**src/hw/rtl/sie_pkg.sv**
```systemverilog
`default_nettype none
// ----------------------------------------------------------------------------
// sie_pkg
// Shared types and constants of the sparse ILU entry update engine.
// ----------------------------------------------------------------------------
package sie_pkg;

	localparam int MAX_DIM     = 1024;
	localparam int MAX_ENTRIES = 4096;

	localparam int FUNC_W = 3;
	localparam int SLOT_W = 12;
	localparam int PTR_W  = 13;
	localparam int IDX_W  = 10;
	localparam int VAL_W  = 32;
	localparam int SUM_W  = 31;
	localparam int STAT_W = 2;

	localparam int PTR_AW = $clog2(MAX_DIM + 1);
	localparam int ENT_AW = $clog2(MAX_ENTRIES);
	localparam int ENT_W  = IDX_W + VAL_W;

	localparam int DIV_NW = VAL_W + 16;
	localparam int DIV_CW = $clog2(DIV_NW + 1);

	localparam logic [FUNC_W-1:0] F_LPTR = 3'd0;
	localparam logic [FUNC_W-1:0] F_LENT = 3'd1;
	localparam logic [FUNC_W-1:0] F_UPTR = 3'd2;
	localparam logic [FUNC_W-1:0] F_UENT = 3'd3;
	localparam logic [FUNC_W-1:0] F_UPD  = 3'd4;
	localparam logic [FUNC_W-1:0] F_RDL  = 3'd5;
	localparam logic [FUNC_W-1:0] F_RDU  = 3'd6;
	localparam logic [FUNC_W-1:0] F_CLR  = 3'd7;

	localparam logic [STAT_W-1:0] ST_OK   = 2'd0;
	localparam logic [STAT_W-1:0] ST_DIVZ = 2'd1;
	localparam logic [STAT_W-1:0] ST_OVF  = 2'd2;
	localparam logic [STAT_W-1:0] ST_BAD  = 2'd3;

	typedef struct packed {
		logic [FUNC_W-1:0]       func;
		logic [SLOT_W-1:0]       slot;
		logic [PTR_W-1:0]        link;
		logic [IDX_W-1:0]        row;
		logic [IDX_W-1:0]        col;
		logic signed [VAL_W-1:0] value;
	} req_t;

	typedef struct packed {
		logic signed [VAL_W-1:0] result_value;
		logic [SUM_W-1:0]        squared_change;
		logic [SUM_W-1:0]        sweep_sum;
		logic [STAT_W-1:0]       status;
	} rsp_t;

	typedef struct packed {
		logic [IDX_W-1:0]        idx;
		logic signed [VAL_W-1:0] val;
	} ent_t;

	typedef struct packed {
		logic                     start;
		logic signed [DIV_NW-1:0] num;
		logic signed [VAL_W-1:0]  den;
	} div_req_t;

	typedef struct packed {
		logic              done;
		logic              neg;
		logic [DIV_NW-1:0] qmag;
	} div_rsp_t;

	function automatic logic ent_ok(input logic [PTR_W-1:0] p);
		return int'(p) < MAX_ENTRIES;
	endfunction

endpackage
`default_nettype wire

```
**src/hw/rtl/sie_div.sv**
```systemverilog
`default_nettype none
// ----------------------------------------------------------------------------
// sie_div
// Radix-2 restoring divider on magnitudes, one quotient bit per cycle.
// ----------------------------------------------------------------------------
module sie_div (
	input  wire logic               clk,
	input  wire logic               arst_n,
	input  wire sie_pkg::div_req_t  rq,
	output sie_pkg::div_rsp_t       rs
);
	logic                            busy_q;
	logic                            done_q;
	logic [sie_pkg::DIV_CW-1:0]      cnt_q;
	logic [sie_pkg::DIV_NW-1:0]      n_q;
	logic [sie_pkg::VAL_W:0]         rem_q;
	logic [sie_pkg::VAL_W-1:0]       d_q;
	logic                            neg_q;
	logic [sie_pkg::VAL_W:0]         rem_sh;
	logic                            fits;

	assign rem_sh = {rem_q[sie_pkg::VAL_W-1:0], n_q[sie_pkg::DIV_NW-1]};
	assign fits   = rem_sh >= {1'b0, d_q};

	always_ff @(posedge clk or negedge arst_n) begin
		if (!arst_n) begin
			busy_q <= 1'b0;
			done_q <= 1'b0;
			cnt_q  <= '0;
		end else begin
			done_q <= 1'b0;
			if (rq.start) begin
				busy_q <= 1'b1;
				cnt_q  <= sie_pkg::DIV_CW'(sie_pkg::DIV_NW);
			end else if (busy_q) begin
				cnt_q <= cnt_q - 1'b1;
				if (cnt_q == sie_pkg::DIV_CW'(1)) begin
					busy_q <= 1'b0;
					done_q <= 1'b1;
				end
			end
		end
	end

	always_ff @(posedge clk) begin
		if (rq.start) begin
			n_q   <= rq.num[sie_pkg::DIV_NW-1] ? 0 - rq.num : rq.num;
			d_q   <= rq.den[sie_pkg::VAL_W-1] ? 0 - rq.den : rq.den;
			neg_q <= rq.num[sie_pkg::DIV_NW-1] ^ rq.den[sie_pkg::VAL_W-1];
			rem_q <= '0;
		end else if (busy_q) begin
			rem_q <= fits ? rem_sh - {1'b0, d_q} : rem_sh;
			n_q   <= {n_q[sie_pkg::DIV_NW-2:0], fits};
		end
	end

	assign rs.done = done_q;
	assign rs.neg  = neg_q;
	assign rs.qmag = n_q;
endmodule
`default_nettype wire

```
**config.mk**
```make
export PLATFORM = sky130hd
export DESIGN_NAME = sie_div
export DESIGN_NICKNAME = d
export VERILOG_FILES = /design/src/hw/rtl/sie_pkg.sv /design/src/hw/rtl/sie_div.sv
export SDC_FILE = /design/constraint.sdc
export NUM_CORES = 1
export LEC_CHECK = 0
export ABC_AREA = 1
export BUFFER_PORTS_ARGS = -buffer_cell sky130_fd_sc_hd__buf_2
export CORE_MARGIN = 10
export CORE_UTILIZATION = 50
export CTS_BUF_LIST = sky130_fd_sc_hd__clkbuf_16
export CTS_CLUSTER_SIZE = 24
export DETAILED_ROUTE_END_ITERATION = 16
export HOLD_SLACK_MARGIN = 0.1
export PLACE_DENSITY = 0.67
export SLEW_MARGIN = 20
export SYNTH_ARGS = -nofsm -noshare
export SYNTH_HDL_FRONTEND = slang
export SYNTH_SLANG_ARGS = --single-unit
```
**constraint.sdc**
```tcl
create_clock -name clk -period 5.02 [get_ports clk]
set_input_delay 0.753 -clock clk [delete_from_list [all_inputs] [get_ports clk]]
set_output_delay 0.753 -clock clk [all_outputs]
set_load 0.01 [all_outputs]
```
# ---- Yosys cells after proc, flatten, opt, wreduce, memory -nomap -nowiden
# Cells that the tools add are included.
dict set report word_totals {
  ff_bits 121
  inputBits 83
  out_inout_bits 50
  word_cells 29
}
dict set report classes {
  addsub 4
  order_cmp 1
  eq_ne 1
  muxes 13
  n_bitwise 1
  reduce_logical 1
}
# op count
set ops {}
lappend ops {{two-way mux 48 bit} 3}
lappend ops {{subtractor 1 x 48 -> 48 bit, first input constant} 1}
lappend ops {{>= comparator 33 x 32 -> 1 bit} 1}
lappend ops {{two-way mux 32 bit} 1}
lappend ops {{subtractor 1 x 32 -> 32 bit, first input constant} 1}
lappend ops {{subtractor 32 bit} 1}
lappend ops {{two-way mux 31 bit} 1}
lappend ops {{two-way mux 6 bit} 2}
lappend ops {{equality test 6 x 1 -> 1 bit, second input constant} 1}
lappend ops {{two-way mux 1 bit} 6}
lappend ops {{subtractor 6 x 1 -> 6 bit, second input constant} 1}
lappend ops {{nonzero test 2 bit} 1}
lappend ops {{XOR 1 bit} 1}

# ---- Depth between registers and ports, before layout
# Gate-level depths: netlist of the first run.
dict set report logic_depth {
  word_depth 4
  depth_mapped 17
}

# ---- Worst setup path after synthesis of the first run
# No wires, ideal clock.
dict set report synth_timing {
  kind {input -> register}
  from {in rq[80] (netlist name)}
  to {reg n_q[0] (netlist name) (enable)}
  arrival_time_ns 2.118
  t_required_ns 4.616
  path_slack_ns 2.499
  cell_stages 3
  path_buffers 1
  path_cell_list {clkbuf_1 > nor2_1 > inv_1}
}
dict set report synth_via {
  elab_chain_len 1
}
# item line
set synth_rtl {}
lappend synth_rtl {{start, declared} sie_div.sv:9} ;# input wire sie_pkg::div_req_t rq,
lappend synth_rtl {{nonzero test 2 bit (no source line)} -}
lappend synth_rtl {{end signal, assigned} sie_div.sv:47} ;# n_q <= rq.num[sie_pkg::DIV_NW-1] ? 0 - rq.num : rq.num;
lappend synth_rtl {{end signal, assigned} sie_div.sv:53} ;# n_q <= {n_q[sie_pkg::DIV_NW-2:0], fits};
lappend synth_rtl {{end, declared} sie_div.sv:15} ;# logic [sie_pkg::DIV_NW-1:0] n_q;
# Every way passes these cells.
# A chain may end at the register's enable or synchronous reset.

# ---- Worst setup path in the final report of the first run
dict set report layout_timing {
  from {reg d_q[30] (netlist name)}
  to {reg n_q[0] (netlist name), data pin}
}
dict set report layout_via {
  elab_chain_len 3
}
# item line
set layout_rtl {}
lappend layout_rtl {{start, declared} sie_div.sv:17} ;# logic [sie_pkg::VAL_W-1:0] d_q;
lappend layout_rtl {{start signal, assigned} sie_div.sv:48} ;# d_q <= rq.den[sie_pkg::VAL_W-1] ? 0 - rq.den : rq.den;
lappend layout_rtl {{>= comparator 33 x 32 -> 1 bit} sie_div.sv:23} ;# assign fits = rem_sh >= {1'b0, d_q};
lappend layout_rtl {{two-way mux 48 bit} sie_div.sv:51} ;# end else if (busy_q) begin
lappend layout_rtl {{two-way mux 48 bit} sie_div.sv:46} ;# if (rq.start) begin
# Every way passes these cells. The select of a mux whose other input is x is not followed.

==> metrics, run 1 <==
RSZ-0062 raised after global routing=false; setup slack of the critical path after layout=1929 ps; most common cell after layout, fill and taps aside=sky130_fd_sc_hd__nand2_1; synthesized cell area=around 10000 um2; Layout fillers=between 1500 and 2000; Boundary Pins=133; Max FO, Critical Path=33; global-route usage over all layers=roughly 23%; share of power burned in combinational logic=17.8%; overall power after layout=2.995 mW; synthesized-area fraction occupied by xor and xnor cells=about 5.8%; count of nets after finishing=~1700; Internal=roughly 2.1 mW; number of buffers between clock root and the deepest sink=2; post-cts sizing count=0; placeable core region=~20000 um2; initial antenna violation count=2; cell at the slowest stage of the critical path=sky130_fd_sc_hd__nor2_4; number of clock buffers inserted by TritonCTS=17; proportion of synthesized flip-flops having asynchronous set or reset=6.612%; Switching Share=a little under a third; maximum capacitance violations=0; Yosys warning total=0; floorplan die height=between 150 and 200 um; Syn Inst Count=approximately 1500; switching power summed over all nets=906.0 uW; Area contributors post-synth=sky130_fd_sc_hd__edfxtp_1 24%, sky130_fd_sc_hd__nand2_1 19%, sky130_fd_sc_hd__inv_1 7.9%, sky130_fd_sc_hd__dfxtp_1 6.3%, sky130_fd_sc_hd__nor2_1 5.5%; post-synthesis sequential element count=between 100 and 150; synthesized area per cell=approximately 6.8 um2; CTS tree=built; cell area after placement=10920 um2; area share of and/or/nand/nor cells after synthesis=about two fifths; post-synthesis to final-layout area growth=13.70%; fraction of synthesized area in multiplexers=0%; Setup Viol. Count Final=0; cell-by-cell listing of the critical path=inv_1, ha_1, nand2_1, nand2_1, a211oi_1, nand3_2, nor2_4, nand2_8, nand2_1, o21ai_1; result of the run=finished clean; wire length per cell=about 16 um; leakage power=5.834 nW; Cell Pwr Density=approximately 260 nW/um2; headroom to the max-slew limit=between 30% and 40%; CP startpoint kind=flip-flop; H-tree depth=4; Final Non-Filler Cells=1892; detailed placer's ending HPWL=~23000 um; area share of the largest cell type after synthesis=24.03%; Largest delay share family, worst path=simple AND/OR/NAND/NOR gates; cell type with the highest occurrence count on the critical path=sky130_fd_sc_hd__nand2_1; clock transition at the registers of the reported paths=~70 ps; Port Buf Inserts=approximately 130; Antenna Violating Nets Remaining=0; area leader, netlist=sky130_fd_sc_hd__edfxtp_1; type of the worst setup path=flip-flop to flip-flop; VDD IR-drop max=0.0002226 V; commonest non-fill, non-tap cells in the layout=516 x sky130_fd_sc_hd__nand2_1, 212 x sky130_fd_sc_hd__inv_1, 145 x sky130_fd_sc_hd__nor2_1; share of post-route cells with drive strength above 1=between 15 and 20%; pin slew with the least headroom to its limit=1020 ps; Netlist cell types=between 50 and 60; required time of the critical path=between 5000 and 6000 ps; global placer's final weighted congestion=about 1.0; first-pass GRT wire length=a little under 50000 um; dominant register cell in the synthesized netlist=sky130_fd_sc_hd__edfxtp_1; largest net degree at the start of global routing=~50; drt initial violations=681; vias per cell=between 5 and 6; count of standard-cell rows=51; delay of the slowest critical-path stage=between 700 and 800 ps; final standard cell utilization of the core=between 50% and 60%; # Post-CTS Setup Buffers=0; area enclosed by the die boundary=~26000 um2; via total after detailed routing=between 9000 and 10000; Hold Path Class=input pin to asynchronous set/reset pin; highest clock rate=about 0.32 GHz; number of enable flip-flop cells after synthesis=slightly above 80; Crit path arrival time=about 3200 ps; detailed-router iteration count before antenna repair=8; share of the synthesized area in compound gates (AO/OA/AOI/OAI)=between 5 and 6%; worst hold slack=roughly 150 ps; initial cell density of the core=51.34%; clock tree sinks=between 100 and 150; part of the total power dissipated in the clock network=roughly two fifths; pre-CTS setup slack=between 1500 and 2000 ps; number of cells after detailed placement=1859; Mapped Nets=1617; Die W=~160 um; share of the clock period used by the worst path=roughly three fifths; Min Clock Period, post-route=between 3000 and 4000 ps; number of hold-repair buffers added at the cts stage=0; final hold violation count=0; dominant combinational cell family by area after synthesis=simple AND/OR/NAND/NOR gates; Total Negative Setup Slacks=0 ps; clock latency of the later-clocked register in the worst-skew pair=around 430 ps; Seq pwr share=between 40% and 50%; sum of routed wire length over all layers=~30000 um; Synth Area in Adders=between 4 and 5%; kind of end point of the critical path=flip-flop; Post-Route Skew=~13 ps; remaining global-route overflow=0; Crit path buffers/inverters=1; number of global-route vias before repair=9551; final max-slew violation count=0; final std cell area, no fill=11510 um2; root buffer selected by CTS=sky130_fd_sc_hd__clkbuf_16; DR DRC count=0; sequential element share of the synthesized area=32.34%
[cells by family after synthesis]
family                     count (synthesis)
and+or+nand+nor                          914
buffers and inverters                    260
DFF                                      121
AOI/OAI and AO/OA                         98
xor gates and xnor gates                  67
adders and majority gates                 37
[worst reg2reg max path, stage by stage (launching register included)]
cell,delay (ps)
sky130_fd_sc_hd__edfxtp_1,310
sky130_fd_sc_hd__inv_1,40
sky130_fd_sc_hd__ha_1,320
sky130_fd_sc_hd__nand2_1,90
sky130_fd_sc_hd__nand2_1,60
sky130_fd_sc_hd__a211oi_1,360
sky130_fd_sc_hd__nand3_2,140
sky130_fd_sc_hd__nor2_4,780
sky130_fd_sc_hd__nand2_8,470
sky130_fd_sc_hd__nand2_1,160
sky130_fd_sc_hd__o21ai_1,80
[area by class of cell]
type                    instances  area [um2]  share of cell area (%)
inverters                     221       830.8                   7.219
repair buffers                136       693.2                   6.023
diodes                          1       2.502                 0.02174
well taps                     265       331.6                   2.881
multi-input cells            1116        5789                   50.30
flip-flops and latches        121        3273                   28.44
clock buffers                  17       425.4                   3.696
clock inverters                15       162.7                   1.413
[power by group through the flow]
stage	Combinational, mW	Clock, mW	Sequential, mW
2_1_floorplan	0.313	0	1.23
3_3_place_gp	0.529	0	1.22
3_5_place_dp	0.533	0	1.22
4_1_cts	0.536	1.27	1.20
5_1_grt	0.599	1.31	1.21
6_report	0.534	1.26	1.20
[synth_stat cells (all sizes together), types with 2 or more instances]
cell and number:
nor4 5, a21oi 29, nand3b 44, nand2 560, o21ai 46, dfxtp 32, clkbuf 19, a31oi 14
and2 3, clkinv 2, inv 219, nand3 101, dfrtp 8, xor2 40, edfxtp 81, buf 20
nor2 153, nand4 21, xnor2 27, nor3 19, ha 36, o21bai 3, or2 5
[metal layers]
metal	up-vias	routed length, um	global-route usage [%]
met2	269	14750	39.63
met4	2	567	6.286
met1	4408	12930	27.73
met5	-	9	0
met3	42	1919	5.233
li1	4969	-	-
[sequential cells by signal (all words and copies together) (netlist names)]
name	cells
done_q	1
busy_q	1
n_q	48
cnt_q	6
d_q	32
rem_q	32
neg_q	1
[worst paths after layout]
path | startpoint | endpoint | slack [ps] | cells after the start
min | arst_n | cnt_q[1] | 150 | 1
max | d_q[30] | n_q[0] | 1930 | 10
min in group clk | rem_q[4] | rem_q[4] | 470 | 2
max in group asynchronous | arst_n | cnt_q[0] | 4700 | 1
min reg2reg | rem_q[4] | rem_q[4] | 470 | 2
max reg2reg | d_q[30] | n_q[0] | 1930 | 10
No activity file was read; power rests on OpenSTA's default activity.
==> run 2: changes to the inputs <==
--- a/config.mk
+++ b/config.mk
@@ -13,7 +13,7 @@
 export CTS_CLUSTER_SIZE = 24
 export DETAILED_ROUTE_END_ITERATION = 16
 export HOLD_SLACK_MARGIN = 0.1
-export PLACE_DENSITY = 0.67
+export PLACE_DENSITY = 0.69
 export SLEW_MARGIN = 20
 export SYNTH_ARGS = -nofsm -noshare
 export SYNTH_HDL_FRONTEND = slang
==> constraint.sdc (replaced) <==
create_clock -name clk -period 2.7 [get_ports clk]
set_input_delay 0.405 -clock clk [delete_from_list [all_inputs] [get_ports clk]]
set_output_delay 0.405 -clock clk [all_outputs]
set_load 0.01 [all_outputs]
==> metrics, run 2 (same netlist as run 1, synthesis figures left out) <==
result of the run=finished clean; final max-slew violation count=0 (unchanged); vias per cell=5.097 (-0.47%); most common cell after layout, fill and taps aside=sky130_fd_sc_hd__nand2_1; count of standard-cell rows=51 (unchanged); commonest non-fill, non-tap cells in the layout=516 x sky130_fd_sc_hd__nand2_1, 213 x sky130_fd_sc_hd__inv_1, 145 x sky130_fd_sc_hd__nor2_1; kind of end point of the critical path=flip-flop; Total Negative Setup Slacks=0 ps (unchanged); Crit path arrival time=2760 ps (-480 ps); remaining global-route overflow=0 (unchanged); max reg flops=48 (unchanged); number of clock buffers inserted by TritonCTS=17 (unchanged); clock tree sinks=121 (unchanged); VDD IR-drop max=0.0003479 V (+56%); registers with the highest flip-flop counts=n_q (48), d_q (32), rem_q (32); Max FO, Critical Path=17 (-48%); share of post-route cells with drive strength above 1=16.96% (+0.48 points); RSZ-0062 raised after global routing=false; global-route usage over all layers=23.00% (+0.13 points); Hold Path Class=input pin to flip-flop; final std cell area, no fill=11680 um2 (+1.5%); Min Clock Period, post-route=2447 ps (-644.1 ps); Cell Pwr Density=494.2 nW/um2 (+90%); via total after detailed routing=9726 (+0.37%); clock latency of the later-clocked register in the worst-skew pair=430 ps (about the same); largest net degree at the start of global routing=58 (+14%); Post-Route Skew=10.17 ps (-3.267 ps); count of nets after finishing=1746 (+0.75%); highest clock rate=0.4086 GHz (+26%); CP startpoint kind=flip-flop; initial antenna violation count=5 (+3); post-synthesis to final-layout area growth=15.39%; Boundary Pins=133 (unchanged); cell area after placement=10990 um2 (+0.67%); clock transition at the registers of the reported paths=60 ps (about the same); Setup Viol. Count Final=0 (unchanged); drt initial violations=669 (-1.8%); first-pass GRT wire length=49090 um (+0.74%); DR DRC count=0 (unchanged); sum of routed wire length over all layers=29940 um (-0.75%); Reg with most FFs=n_q; placeable core region=19720 um2 (unchanged); pin slew with the least headroom to its limit=620.6 ps (-399.5 ps); detailed-router iteration count before antenna repair=5 (-3); root buffer selected by CTS=sky130_fd_sc_hd__clkbuf_16; share of the clock period used by the worst path=90.64% (+29 points); number of global-route vias before repair=9796 (+2.6%); final hold violation count=0 (unchanged); Antenna Violating Nets Remaining=0 (unchanged); H-tree depth=4 (unchanged); type of the worst setup path=flip-flop to flip-flop; leakage power=5.934 nW (+1.7%); area enclosed by the die boundary=26330 um2 (unchanged); initial cell density of the core=51.34% (unchanged); global placer's final weighted congestion=0.9466 (-5.4%); number of buffers between clock root and the deepest sink=2 (unchanged); Die W=162.3 um (unchanged); required time of the critical path=3020 ps (-2150 ps); final standard cell utilization of the core=59.24% (+0.87 points); floorplan die height=162.3 um (unchanged); pre-CTS setup slack=96.87 ps (-1845 ps); setup slack of the critical path after layout=252.7 ps (-1676 ps); wire length per cell=15.69 um (-1.6%); CTS tree=built; detailed placer's ending HPWL=23510 um (+2.2%); Port Buf Inserts=132 (unchanged); worst hold slack=188.5 ps (+43.44 ps); maximum capacitance violations=0 (unchanged); headroom to the max-slew limit=58.62% (+27 points)
run 2: power by group:
part | total (mW) | internal (mW) | switching [mW]
sequential | 2.23 | 2.16 | 0.0744
combinational | 0.999 | 0.358 | 0.641
clock | 2.54 | 1.64 | 0.903
run 2: worst max-delay path, stage by stage (launching register included):
cell                       delay [ps]
sky130_fd_sc_hd__edfxtp_1         360
sky130_fd_sc_hd__inv_1             80
sky130_fd_sc_hd__ha_1             280
sky130_fd_sc_hd__nand2_1          160
sky130_fd_sc_hd__inv_1             60
sky130_fd_sc_hd__nand2_1           70
sky130_fd_sc_hd__nand3_2          140
sky130_fd_sc_hd__nand2_2          110
sky130_fd_sc_hd__nand2_4           70
sky130_fd_sc_hd__nand2_2           90
sky130_fd_sc_hd__nand2_2           90
sky130_fd_sc_hd__nand2_4          240
sky130_fd_sc_hd__buf_4            300
sky130_fd_sc_hd__nand3b_1         150
sky130_fd_sc_hd__nand3_2          100
sky130_fd_sc_hd__nand2_2           40
run 2: worst paths after layout:
| path | start | to | slack, ps | cells after the start |
|---|---|---|---|---|
| min in group asynchronous | arst_n | cnt_q[4] | 340 | 2 |
| max reg2reg | d_q[3] | rem_q[24] | 250 | 15 |
| max | d_q[3] | rem_q[24] | 250 | 15 |
| max in group asynchronous | arst_n | busy_q | 2180 | 2 |
| min reg2reg | rem_q[20] | rem_q[20] | 470 | 2 |
| min | rq[0] | d_q[0] | 190 | 1 |
run 2: routing by layer:
metal	track usage (%)	wire length (um)	up-vias
met3	6.547	2015	44
li1	-	-	4993
met1	26.87	12660	4432
met5	0	13	-
met4	6.741	620	2
met2	39.97	14630	255
run 2: final cells by class:
| type | instances | area [um2] |
|---|---|---|
| Antenna cell | 4 | 10.01 |
| Inverter | 221 | 829.5 |
| Sequential cell | 121 | 3273 |
| Clock inverter | 15 | 222.7 |
| Tap cell | 265 | 331.6 |
| Multi-Input combinational cell | 1116 | 5784 |
| Clock buffer | 17 | 425.4 |
| Fill cell | 1889 | 8038 |
| Timing Repair Buffer | 149 | 803.3 |
run 2: repair_timing:
| action | CTS | global route |
|---|---|---|
| buffers inserted | 0 | 3 |
| endpoints found under the hold margin | 8 | 0 |
| resized for setup | 0 | 0 |
| hold buffers | 1 | 0 |
| setup endpoints to repair | 0 | 33 |
run 2: stage by stage:
| step | power [mW] | instances |
|---|---|---|
| 6_report | 5.772 | 1908 |
| 5_1_grt | 6.038 | 1904 |
| 4_1_cts | 5.819 | 1901 |
| 3_5_place_dp | 3.263 | 1868 |
| 3_3_place_gp | 3.255 | 1868 |
| 2_1_floorplan | 2.877 | 1497 |
